==> src/rtl/rgbyg_pkg.sv <==
// Shared constants, codes and helpers for the RGB/YUV gray and luma-shift block.
package rgbyg_pkg;

	localparam int unsigned PIX_W   = 8;
	localparam int unsigned DELTA_W = 17;
	localparam int unsigned WDATA_W = 17;

	// Register indexes on the configuration port
	typedef enum logic [0:0] {
		REG_MODE  = 1'b0,
		REG_DELTA = 1'b1
	} reg_idx_t;

	// Output mode codes
	typedef enum logic [0:0] {
		MODE_GRAY  = 1'b0,
		MODE_SHIFT = 1'b1
	} mode_t;

	// Forward transform, 16 fraction bits (magnitudes, signs applied in the sums)
	localparam logic [15:0] C_YR = 16'd19595;
	localparam logic [15:0] C_YG = 16'd38470;
	localparam logic [15:0] C_YB = 16'd7471;
	localparam logic [15:0] C_UR = 16'd9634;
	localparam logic [15:0] C_UG = 16'd18940;
	localparam logic [15:0] C_UB = 16'd28574;
	localparam logic [15:0] C_VR = 16'd40305;
	localparam logic [15:0] C_VG = 16'd33751;
	localparam logic [15:0] C_VB = 16'd6554;

	// Inverse transform, 16 fraction bits, signed operands for the multipliers
	localparam logic signed [18:0] C_RV = 19'sd74646;
	localparam logic signed [18:0] C_GU = 19'sd25887;
	localparam logic signed [18:0] C_GV = 19'sd38076;
	localparam logic signed [18:0] C_BU = 19'sd133169;

	// Saturate a signed integer channel to 0..255
	function automatic logic [PIX_W-1:0] clamp8(input logic signed [13:0] val);
		logic [PIX_W-1:0] res;
		if (val < 0) begin
			res = '0;
		end else if (val > 14'sd255) begin
			res = 8'd255;
		end else begin
			res = val[PIX_W-1:0];
		end
		return res;
	endfunction

endpackage

==> src/rtl/rgbyg_if.sv <==
// Stream interfaces: input pixel channel and result pixel channel.
interface rgbyg_pix_if;
	logic                        valid;
	logic                        ready;
	logic [rgbyg_pkg::PIX_W-1:0] red;
	logic [rgbyg_pkg::PIX_W-1:0] green;
	logic [rgbyg_pkg::PIX_W-1:0] blue;

	modport source (output valid, output red, output green, output blue, input ready);
	modport sink   (input valid, input red, input green, input blue, output ready);
endinterface

interface rgbyg_res_if;
	logic                        valid;
	logic                        ready;
	logic [rgbyg_pkg::PIX_W-1:0] red_out;
	logic [rgbyg_pkg::PIX_W-1:0] green_out;
	logic [rgbyg_pkg::PIX_W-1:0] blue_out;

	modport source (output valid, output red_out, output green_out, output blue_out,
		input ready);
	modport sink   (input valid, input red_out, input green_out, input blue_out,
		output ready);
endinterface

==> src/rtl/rgb_yuv_gray_and_luma_shift_top.sv <==
// RGB to YUV gray / luma-shift pixel pipeline, top level.
//
// Usage:
//   pixel  : input words (red, green, blue), valid/ready, taken when both high.
//   result : output words (red_out, green_out, blue_out), valid/ready.
//   wr_en/wr_index/wr_data : register writes, one per clock, no read-back.
//     index 0 = mode (0 gray, 1 luma shift), index 1 = delta_y (Q9.8 signed).
//     Write only while the pipe is empty; mode is taken with the word at
//     accept, delta_y is read live when the word moves into s2.
// Stages s1..s4 lie between accept and result valid:
//   s1 forward-transform products, s2 Y/U/V sums plus delta,
//   s3 inverse-transform products, s4 channel sums, floor, clamp (output reg).
// Throughput: one word per clock while result.ready holds; each stage holds one word and the constant
//   multipliers of s1 (nine) and s3 (four) are per stage, so nothing is shared.
// Stall: each stage advances when it is empty or the next one advances, so
//   a stalled result holds in s4 while bubbles upstream still fill; pixel.ready
//   drops only once all four stages hold words.
// Reset: arst_n clears stage valids and both registers (gray mode, zero delta).
module rgb_yuv_gray_and_luma_shift_top (
	input  logic                            clk,
	input  logic                            arst_n,
	rgbyg_pix_if.sink                       pixel,
	rgbyg_res_if.source                     result,
	input  logic                            wr_en,
	input  logic                            wr_index,
	input  logic [rgbyg_pkg::WDATA_W-1:0]   wr_data
);

	// ---------------- configuration registers ----------------
	logic                                 mode_q;
	logic signed [rgbyg_pkg::DELTA_W-1:0] delta_q;

	always_ff @(posedge clk or negedge arst_n) begin
		if (!arst_n) begin
			mode_q  <= rgbyg_pkg::MODE_GRAY;
			delta_q <= '0;
		end else if (wr_en) begin
			case (rgbyg_pkg::reg_idx_t'(wr_index))
				rgbyg_pkg::REG_MODE:  mode_q  <= wr_data[0];
				rgbyg_pkg::REG_DELTA: delta_q <= wr_data[rgbyg_pkg::DELTA_W-1:0];
				default: ;
			endcase
		end
	end

	// ---------------- stage advance chain ----------------
	logic vld_s1, vld_s2, vld_s3, vld_s4;
	logic adv1, adv2, adv3, adv4;

	assign adv4 = !vld_s4 || result.ready;
	assign adv3 = !vld_s3 || adv4;
	assign adv2 = !vld_s2 || adv3;
	assign adv1 = !vld_s1 || adv2;
	assign pixel.ready = adv1;

	always_ff @(posedge clk or negedge arst_n) begin
		if (!arst_n) begin
			vld_s1 <= 1'b0;
			vld_s2 <= 1'b0;
			vld_s3 <= 1'b0;
			vld_s4 <= 1'b0;
		end else begin
			if (adv1) vld_s1 <= pixel.valid;
			if (adv2) vld_s2 <= vld_s1;
			if (adv3) vld_s3 <= vld_s2;
			if (adv4) vld_s4 <= vld_s3;
		end
	end

	// ---------------- s1: forward products ----------------
	logic [23:0] yr_s1, yg_s1, yb_s1, ur_s1, ug_s1, ub_s1, vr_s1, vg_s1, vb_s1;
	logic        mode_s1;

	always_ff @(posedge clk) begin
		if (adv1 && pixel.valid) begin
			yr_s1   <= pixel.red   * rgbyg_pkg::C_YR;
			yg_s1   <= pixel.green * rgbyg_pkg::C_YG;
			yb_s1   <= pixel.blue  * rgbyg_pkg::C_YB;
			ur_s1   <= pixel.red   * rgbyg_pkg::C_UR;
			ug_s1   <= pixel.green * rgbyg_pkg::C_UG;
			ub_s1   <= pixel.blue  * rgbyg_pkg::C_UB;
			vr_s1   <= pixel.red   * rgbyg_pkg::C_VR;
			vg_s1   <= pixel.green * rgbyg_pkg::C_VG;
			vb_s1   <= pixel.blue  * rgbyg_pkg::C_VB;
			mode_s1 <= mode_q;
		end
	end

	// ---------------- s2: Y/U/V sums, luma offset ----------------
	logic [23:0]        y_c;
	logic signed [25:0] u_c, v_c;
	logic signed [26:0] ys_c;

	assign y_c  = yr_s1 + yg_s1 + yb_s1;         // exact, max 255 << 16
	assign u_c  = 26'(ub_s1) - 26'(ur_s1) - 26'(ug_s1);
	assign v_c  = 26'(vr_s1) - 26'(vg_s1) - 26'(vb_s1);
	// delta is Q9.8, move to 16 fraction bits
	assign ys_c = 27'(y_c) + {{2{delta_q[rgbyg_pkg::DELTA_W-1]}}, delta_q, 8'b0};

	logic signed [26:0] ys_s2;
	logic signed [25:0] u_s2, v_s2;
	logic [7:0]         gray_s2;
	logic               mode_s2;

	always_ff @(posedge clk) begin
		if (adv2 && vld_s1) begin
			ys_s2   <= ys_c;
			u_s2    <= u_c;
			v_s2    <= v_c;
			gray_s2 <= y_c[23:16];
			mode_s2 <= mode_s1;
		end
	end

	// ---------------- s3: inverse products ----------------
	logic signed [45:0] rv_s3, gu_s3, gv_s3, bu_s3;
	logic signed [26:0] ys_s3;
	logic [7:0]         gray_s3;
	logic               mode_s3;

	always_ff @(posedge clk) begin
		if (adv3 && vld_s2) begin
			rv_s3   <= v_s2 * rgbyg_pkg::C_RV;
			gu_s3   <= u_s2 * rgbyg_pkg::C_GU;
			gv_s3   <= v_s2 * rgbyg_pkg::C_GV;
			bu_s3   <= u_s2 * rgbyg_pkg::C_BU;
			ys_s3   <= ys_s2;
			gray_s3 <= gray_s2;
			mode_s3 <= mode_s2;
		end
	end

	// ---------------- s4: channel sums, floor, clamp ----------------
	logic signed [45:0] yw_c, ro_c, go_c, bo_c;
	logic [7:0]         r_c, g_c, b_c;

	assign yw_c = {{3{ys_s3[26]}}, ys_s3, 16'b0};
	assign ro_c = yw_c + rv_s3;
	assign go_c = yw_c - gu_s3 - gv_s3;
	assign bo_c = yw_c + bu_s3;

	// bits [45:32] of an exact sum are its floor at 32 fraction bits
	always_comb begin
		if (mode_s3 == rgbyg_pkg::MODE_GRAY) begin
			r_c = gray_s3;
			g_c = gray_s3;
			b_c = gray_s3;
		end else begin
			r_c = rgbyg_pkg::clamp8(ro_c[45:32]);
			g_c = rgbyg_pkg::clamp8(go_c[45:32]);
			b_c = rgbyg_pkg::clamp8(bo_c[45:32]);
		end
	end

	logic [7:0] red_s4, green_s4, blue_s4;

	always_ff @(posedge clk) begin
		if (adv4 && vld_s3) begin
			red_s4   <= r_c;
			green_s4 <= g_c;
			blue_s4  <= b_c;
		end
	end

	assign result.valid     = vld_s4;
	assign result.red_out   = red_s4;
	assign result.green_out = green_s4;
	assign result.blue_out  = blue_s4;

endmodule

==> src/flat_wrapper.sv <==
// flat-port wrapper written by rule: the top's interface ports become plain ports
module rgb_yuv_gray_and_luma_shift_top_flat 
  (clk, arst_n, wr_en, wr_index, wr_data, pixel_valid, pixel_red, pixel_green, pixel_blue, pixel_ready, result_valid, result_red_out, result_green_out, result_blue_out, result_ready);
  rgbyg_pix_if pixel_i ();
  rgbyg_res_if result_i ();
  input  logic clk;
  input  logic arst_n;
  input  logic wr_en;
  input  logic wr_index;
  input  logic [rgbyg_pkg::WDATA_W-1:0] wr_data;
  input wire logic [$bits(pixel_i.valid)-1:0] pixel_valid;
  input wire logic [$bits(pixel_i.red)-1:0] pixel_red;
  input wire logic [$bits(pixel_i.green)-1:0] pixel_green;
  input wire logic [$bits(pixel_i.blue)-1:0] pixel_blue;
  output wire logic [$bits(pixel_i.ready)-1:0] pixel_ready;
  output wire logic [$bits(result_i.valid)-1:0] result_valid;
  output wire logic [$bits(result_i.red_out)-1:0] result_red_out;
  output wire logic [$bits(result_i.green_out)-1:0] result_green_out;
  output wire logic [$bits(result_i.blue_out)-1:0] result_blue_out;
  input wire logic [$bits(result_i.ready)-1:0] result_ready;
  assign pixel_i.valid = pixel_valid;
  assign pixel_i.red = pixel_red;
  assign pixel_i.green = pixel_green;
  assign pixel_i.blue = pixel_blue;
  assign pixel_ready = pixel_i.ready;
  assign result_valid = result_i.valid;
  assign result_red_out = result_i.red_out;
  assign result_green_out = result_i.green_out;
  assign result_blue_out = result_i.blue_out;
  assign result_i.ready = result_ready;
  rgb_yuv_gray_and_luma_shift_top u_core (.clk(clk), .arst_n(arst_n), .pixel(pixel_i), .result(result_i), .wr_en(wr_en), .wr_index(wr_index), .wr_data(wr_data));
endmodule
==> config.mk <==
export PLATFORM = sky130hd
export DESIGN_NAME = rgb_yuv_gray_and_luma_shift_top_flat
export DESIGN_NICKNAME = d
export VERILOG_FILES = /design/src/rtl/rgbyg_pkg.sv /design/src/rtl/rgbyg_if.sv /design/src/rtl/rgb_yuv_gray_and_luma_shift_top.sv /design/src/flat_wrapper.sv
export SDC_FILE = /design/constraint.sdc
export NUM_CORES = 2
export LEC_CHECK = 0
export BUFFER_PORTS_ARGS = -buffer_cell sky130_fd_sc_hd__buf_2
export CORE_ASPECT_RATIO = 1.75
export CORE_MARGIN = 2
export CORE_UTILIZATION = 45
export CTS_CLUSTER_DIAMETER = 50
export DETAILED_ROUTE_END_ITERATION = 8
export PLACE_DENSITY = 0.59
export SETUP_SLACK_MARGIN = 0.15
export SLEW_MARGIN = 30
export SYNTH_ARGS = -nofsm -noshare
export SYNTH_HDL_FRONTEND = slang
export SYNTH_SLANG_ARGS = --single-unit
==> constraint.sdc <==
create_clock -name clk -period 8.6 [get_ports clk]
set_input_delay 1.29 -clock clk [delete_from_list [all_inputs] [get_ports clk]]
set_output_delay 1.29 -clock clk [all_outputs]
set_load 0.03 [all_outputs]
==> summary.txt <==
=================================================================================================================
Outcome                                                                                                 completed
Dominant cell by count in the synthesized netlist                                                    sky130_fd_sc_hd__inv_1
Synth Area in Compound Gates                                                                                0.107
Library cells used by synthesis                                                                                86
Port-buffer cells                                                                                              72
WP depth                                                                                                       23
Pin count of the biggest net entering global routing                                                          138
Final estimated routing congestion in global placement                                                      0.952
Root Buffer Master                                                                                   sky130_fd_sc_hd__clkbuf_16
Max capacitance violation total                                                                                 0
Setup slack of the most critical reg-to-reg path                                                          1790 ps
Final Hold Vio Count                                                                                            0
Xor/xnor cell area share of the yosys netlist                                                              0.0556
Synthesis-stage register bit count                                                                            487
Aggregate global-route resource usage                                                                       0.253
Destination of the worst register-to-register timing path                                            u_core.rv_s3[38]$_DFFE_PP_
Fraction of final layout cells with drive strength greater than 1                                          0.0423
Number of nets with antenna violations after routing                                                            0
Vias after detailed routing                                                                                45,299
Worst slew margin relative to its limit                                                                     0.349
Max H-tree Level                                                                                                3
Total Wirelength                                                                                       186,000 µm
Leading register cell type out of synthesis                                                          sky130_fd_sc_hd__edfxtp_1
Required time reported for the critical path endpoint                                                     9000 ps
Number of antenna violations at the first check in global routing                                               2
Max Root-Sink Buffers                                                                                           3
Worst Tran Pin Value                                                                                       976 ps
Endpoints failing setup                                                                                         0
Shortest period the worst path allows                                                                     6810 ps
Top Family by Delay on Critical Path                                                                  adder cells
Dominant combinational cell family by area after synthesis                                            adder cells
HPWL after detailed placement                                                                          161,000 µm
Data arrival time of the worst path                                                                       7210 ps
Clock slew at reported path FFs                                                                             60 ps
Wire length of the first global-routing pass                                                           282,000 µm
Dpl ws                                                                                                    1760 ps
Portion of synthesized cell area occupied by the leading cell type                                          0.233
CTS-repair resized insts                                                                                        0
Worst path setup slack after routing                                                                      1790 ps
DRT Pass-1 Iters                                                                                                5
Die extent in x                                                                                            294 µm
Count of buffers added by post-CTS timing repair for setup                                                      0
Insertion delay to the later sink of the worst-skew pair                                                   660 ps
CP Launch Point                                                                                      u_core.v_s2[12]$_DFFE_PP_
Worst setup path category                                                                              reg -> reg
Total Die Area                                                                                          0.150 mm²
Kind of start point of the critical path                                                                 register
Kind of end point of the critical path                                                                   register
Fraction of the yosys area taken by sequential cells                                                        0.220
Core Footprint                                                                                          0.146 mm²
Std cell rows                                                                                                 186
Overall overflow remaining after global route                                                                   0
Number of global-route vias before repair                                                                  49,412
# hold bufs at CTS                                                                                              0
Largest stage delay, worst path                                                                            740 ps
Post-synthesis async set-or-reset flop share                                                               0.0452
TritonCTS Sinks                                                                                               487
Slowest stage cell, crit path                                                                        sky130_fd_sc_hd__edfxtp_1
Number of enable flip-flop cells after synthesis                                                              465
CTS Buf Count                                                                                                  67
CP max FO                                                                                                      12
Clock tree from TritonCTS                                                                                   built
Mapped Area                                                                                            0.0660 mm²
DRC violation total after the first TritonRoute iteration                                                   1,902
Top cells by instance count after synthesis                                                          sky130_fd_sc_hd__inv_1 (1,496), sky130_fd_sc_hd__ha_1 (1,190), sky130_fd_sc_hd__fa_1 (768)
Net count after synthesis                                                                                   8,406
Via count normalized by instance count                                                                       5.34
Yosys warning total                                                                                             0
Max-slew violation total from the final report                                                                  0
Setup repair after global routing missed its margin                                                         false
Max frequency                                                                                             147 MHz
Endpoint of the worst setup timing path                                                              u_core.rv_s3[38]$_DFFE_PP_
WL per Instance                                                                                           21.9 µm
Library cell with the largest summed area after synthesis                                            sky130_fd_sc_hd__fa_1
Critical path's most frequent cell                                                                   sky130_fd_sc_hd__inv_1
Initial core utilization                                                                                    0.452
Type of the tightest min-delay check                                                                   reg -> reg
Die height                                                                                                 511 µm
Synthesized instance count                                                                                  6,401
Setup TNS Final                                                                                              0 ps
Start of the worst register-to-register path                                                         u_core.v_s2[12]$_DFFE_PP_
Critical path buffer and inverter count                                                                         6
Multiplexer area fraction after synthesis                                                                 0.00552
Arithmetic-cell share of the synthesized area counting full adders, half adders and majority gates          0.459
Cells along the critical path                                                                        ha_1, inv_1, fa_1, inv_1, ha_1, inv_1, fa_1, inv_1, fa_1, inv_1, fa_1, inv_1, ha_1, and4_1, and3_1, a31o_2, a311oi_2, o21ai_2, a21o_1, a221o_1, a21o_1, a21oi_2, xnor2_1
FF-to-FF path depth                                                                                            23
Simple logic cell fraction of the synthesized area                                                         0.0674
Avg Synthesized Cell Area                                                                                10.3 µm²
Post-Route Hold Slack                                                                                      417 ps
Dominant cells by area after synthesis                                                               sky130_fd_sc_hd__fa_1 (23%), sky130_fd_sc_hd__ha_1 (23%), sky130_fd_sc_hd__edfxtp_1 (21%)
Number of I/O pins                                                                                             73
Layout Area Growth over Synthesis                                                                           7.78%
Number of remaining DRC errors                                                                                  0
Period utilization                                                                                          0.792
Total Nets Final                                                                                            8,547
Final Skew                                                                                                22.7 ps
=================================================================================================================
-- flip-flops by register name, indices dropped and copies added (netlist names), 22 cells and up --
name,cells
u_core.u_s2,24
u_core.gu_s3,40
u_core.vg_s1,24
u_core.gv_s3,39
u_core.vr_s1,24
u_core.bu_s3,29
u_core.ys_s2,26
u_core.rv_s3,30
u_core.ys_s3,26
u_core.v_s2,26
u_core.yr_s1,22
-- kinds of logic after synthesis --
group                      after synthesis
muxes                                   34
xor gates and xnor gates               419
AOI/OAI and AO/OA                     1062
buffers and inverters                 1520
adders and majority gates             1959
DFF                                    487
and+or+nand+nor                        920
-- how the worst min path moves through the flow --
stage | depth (start not counted) | start | slack [ps] | to
floorplan | 0 | u_core.gray_s2[0]$_DFFE_PP_ | 400 | u_core.gray_s3[0]$_DFFE_PP_
global placement | 0 | u_core.ys_s2[4]$_DFFE_PP_ | 400 | u_core.ys_s3[4]$_DFFE_PP_
detailed placement | 0 | u_core.ys_s2[4]$_DFFE_PP_ | 400 | u_core.ys_s3[4]$_DFFE_PP_
CTS | 0 | u_core.mode_s1$_DFFE_PP_ | 420 | u_core.mode_s2$_DFFE_PP_
global route | 0 | u_core.mode_s1$_DFFE_PP_ | 420 | u_core.mode_s2$_DFFE_PP_
finish | 0 | u_core.ys_s2[4]$_DFFE_PP_ | 420 | u_core.ys_s3[4]$_DFFE_PP_
-- routing by layer --
layer | share of wire | vias up | wire (µm) | track usage
li1 | - | 21632 | - | -
met1 | 0.33 | 22318 | 61200 | 0.238
met2 | 0.55 | 889 | 103000 | 0.492
met3 | 0.025 | 460 | 4650 | 0.0228
met4 | 0.092 | 0 | 17000 | 0.196
met5 | 0 | - | 0 | 0
-- through the flow --
stage	area, µm²	std cells	utilization
4_1_cts	71100	8473	0.487
5_1_grt	71100	8474	0.487
3_5_place_dp	68800	8353	0.471
2_1_floorplan	66000	6401	-
6_report	71100	8476	0.487
3_3_place_gp	68800	8353	0.471
-- cells in the final DEF (no fill, tap or decap), drive strengths merged, types with 11 or more instances in the layout --
cell type / synthesis / final
inv: 1496 / 1507
ha: 1190 / 1190
fa: 768 / 768
edfxtp: 465 / 465
a21oi: 305 / 305
xnor2: 299 / 299
nor2: 275 / 275
nand2: 193 / 193
o21ai: 187 / 187
a21o: 156 / 156
xor2: 120 / 120
buf: 6 / 95
nor3: 80 / 80
clkbuf: 17 / 78
nand3: 75 / 75
nor2b: 70 / 70
o21a: 63 / 63
nand2b: 52 / 52
o21bai: 47 / 47
a31oi: 45 / 45
and3: 43 / 43
a211oi: 32 / 32
or3: 28 / 28
and2: 27 / 27
nand4: 24 / 24
dfrtp: 22 / 22
clkinv: 1 / 21
a21boi: 20 / 20
o211ai: 19 / 19
mux2: 19 / 19
or2: 17 / 17
mux2i: 15 / 15
o311ai: 15 / 15
o31ai: 14 / 14
o211a: 12 / 12
o31a: 12 / 12
a31o: 12 / 12
o41ai: 11 / 11
-- final cells by class --
type	count	area (µm²)
Tap cell	1880	2350
Fill cell	13700	75000
Clock inverter	42	554
Inverter	1497	5620
Clock buffer	78	1750
Multi-Input combinational cell	4394	45800
Sequential cell	487	14500
Antenna cell	3	7.51
Timing Repair Buffer	95	546
Power is not shown: default switching activity piles up to over one toggle a cycle in this logic, so the estimate is an artifact.
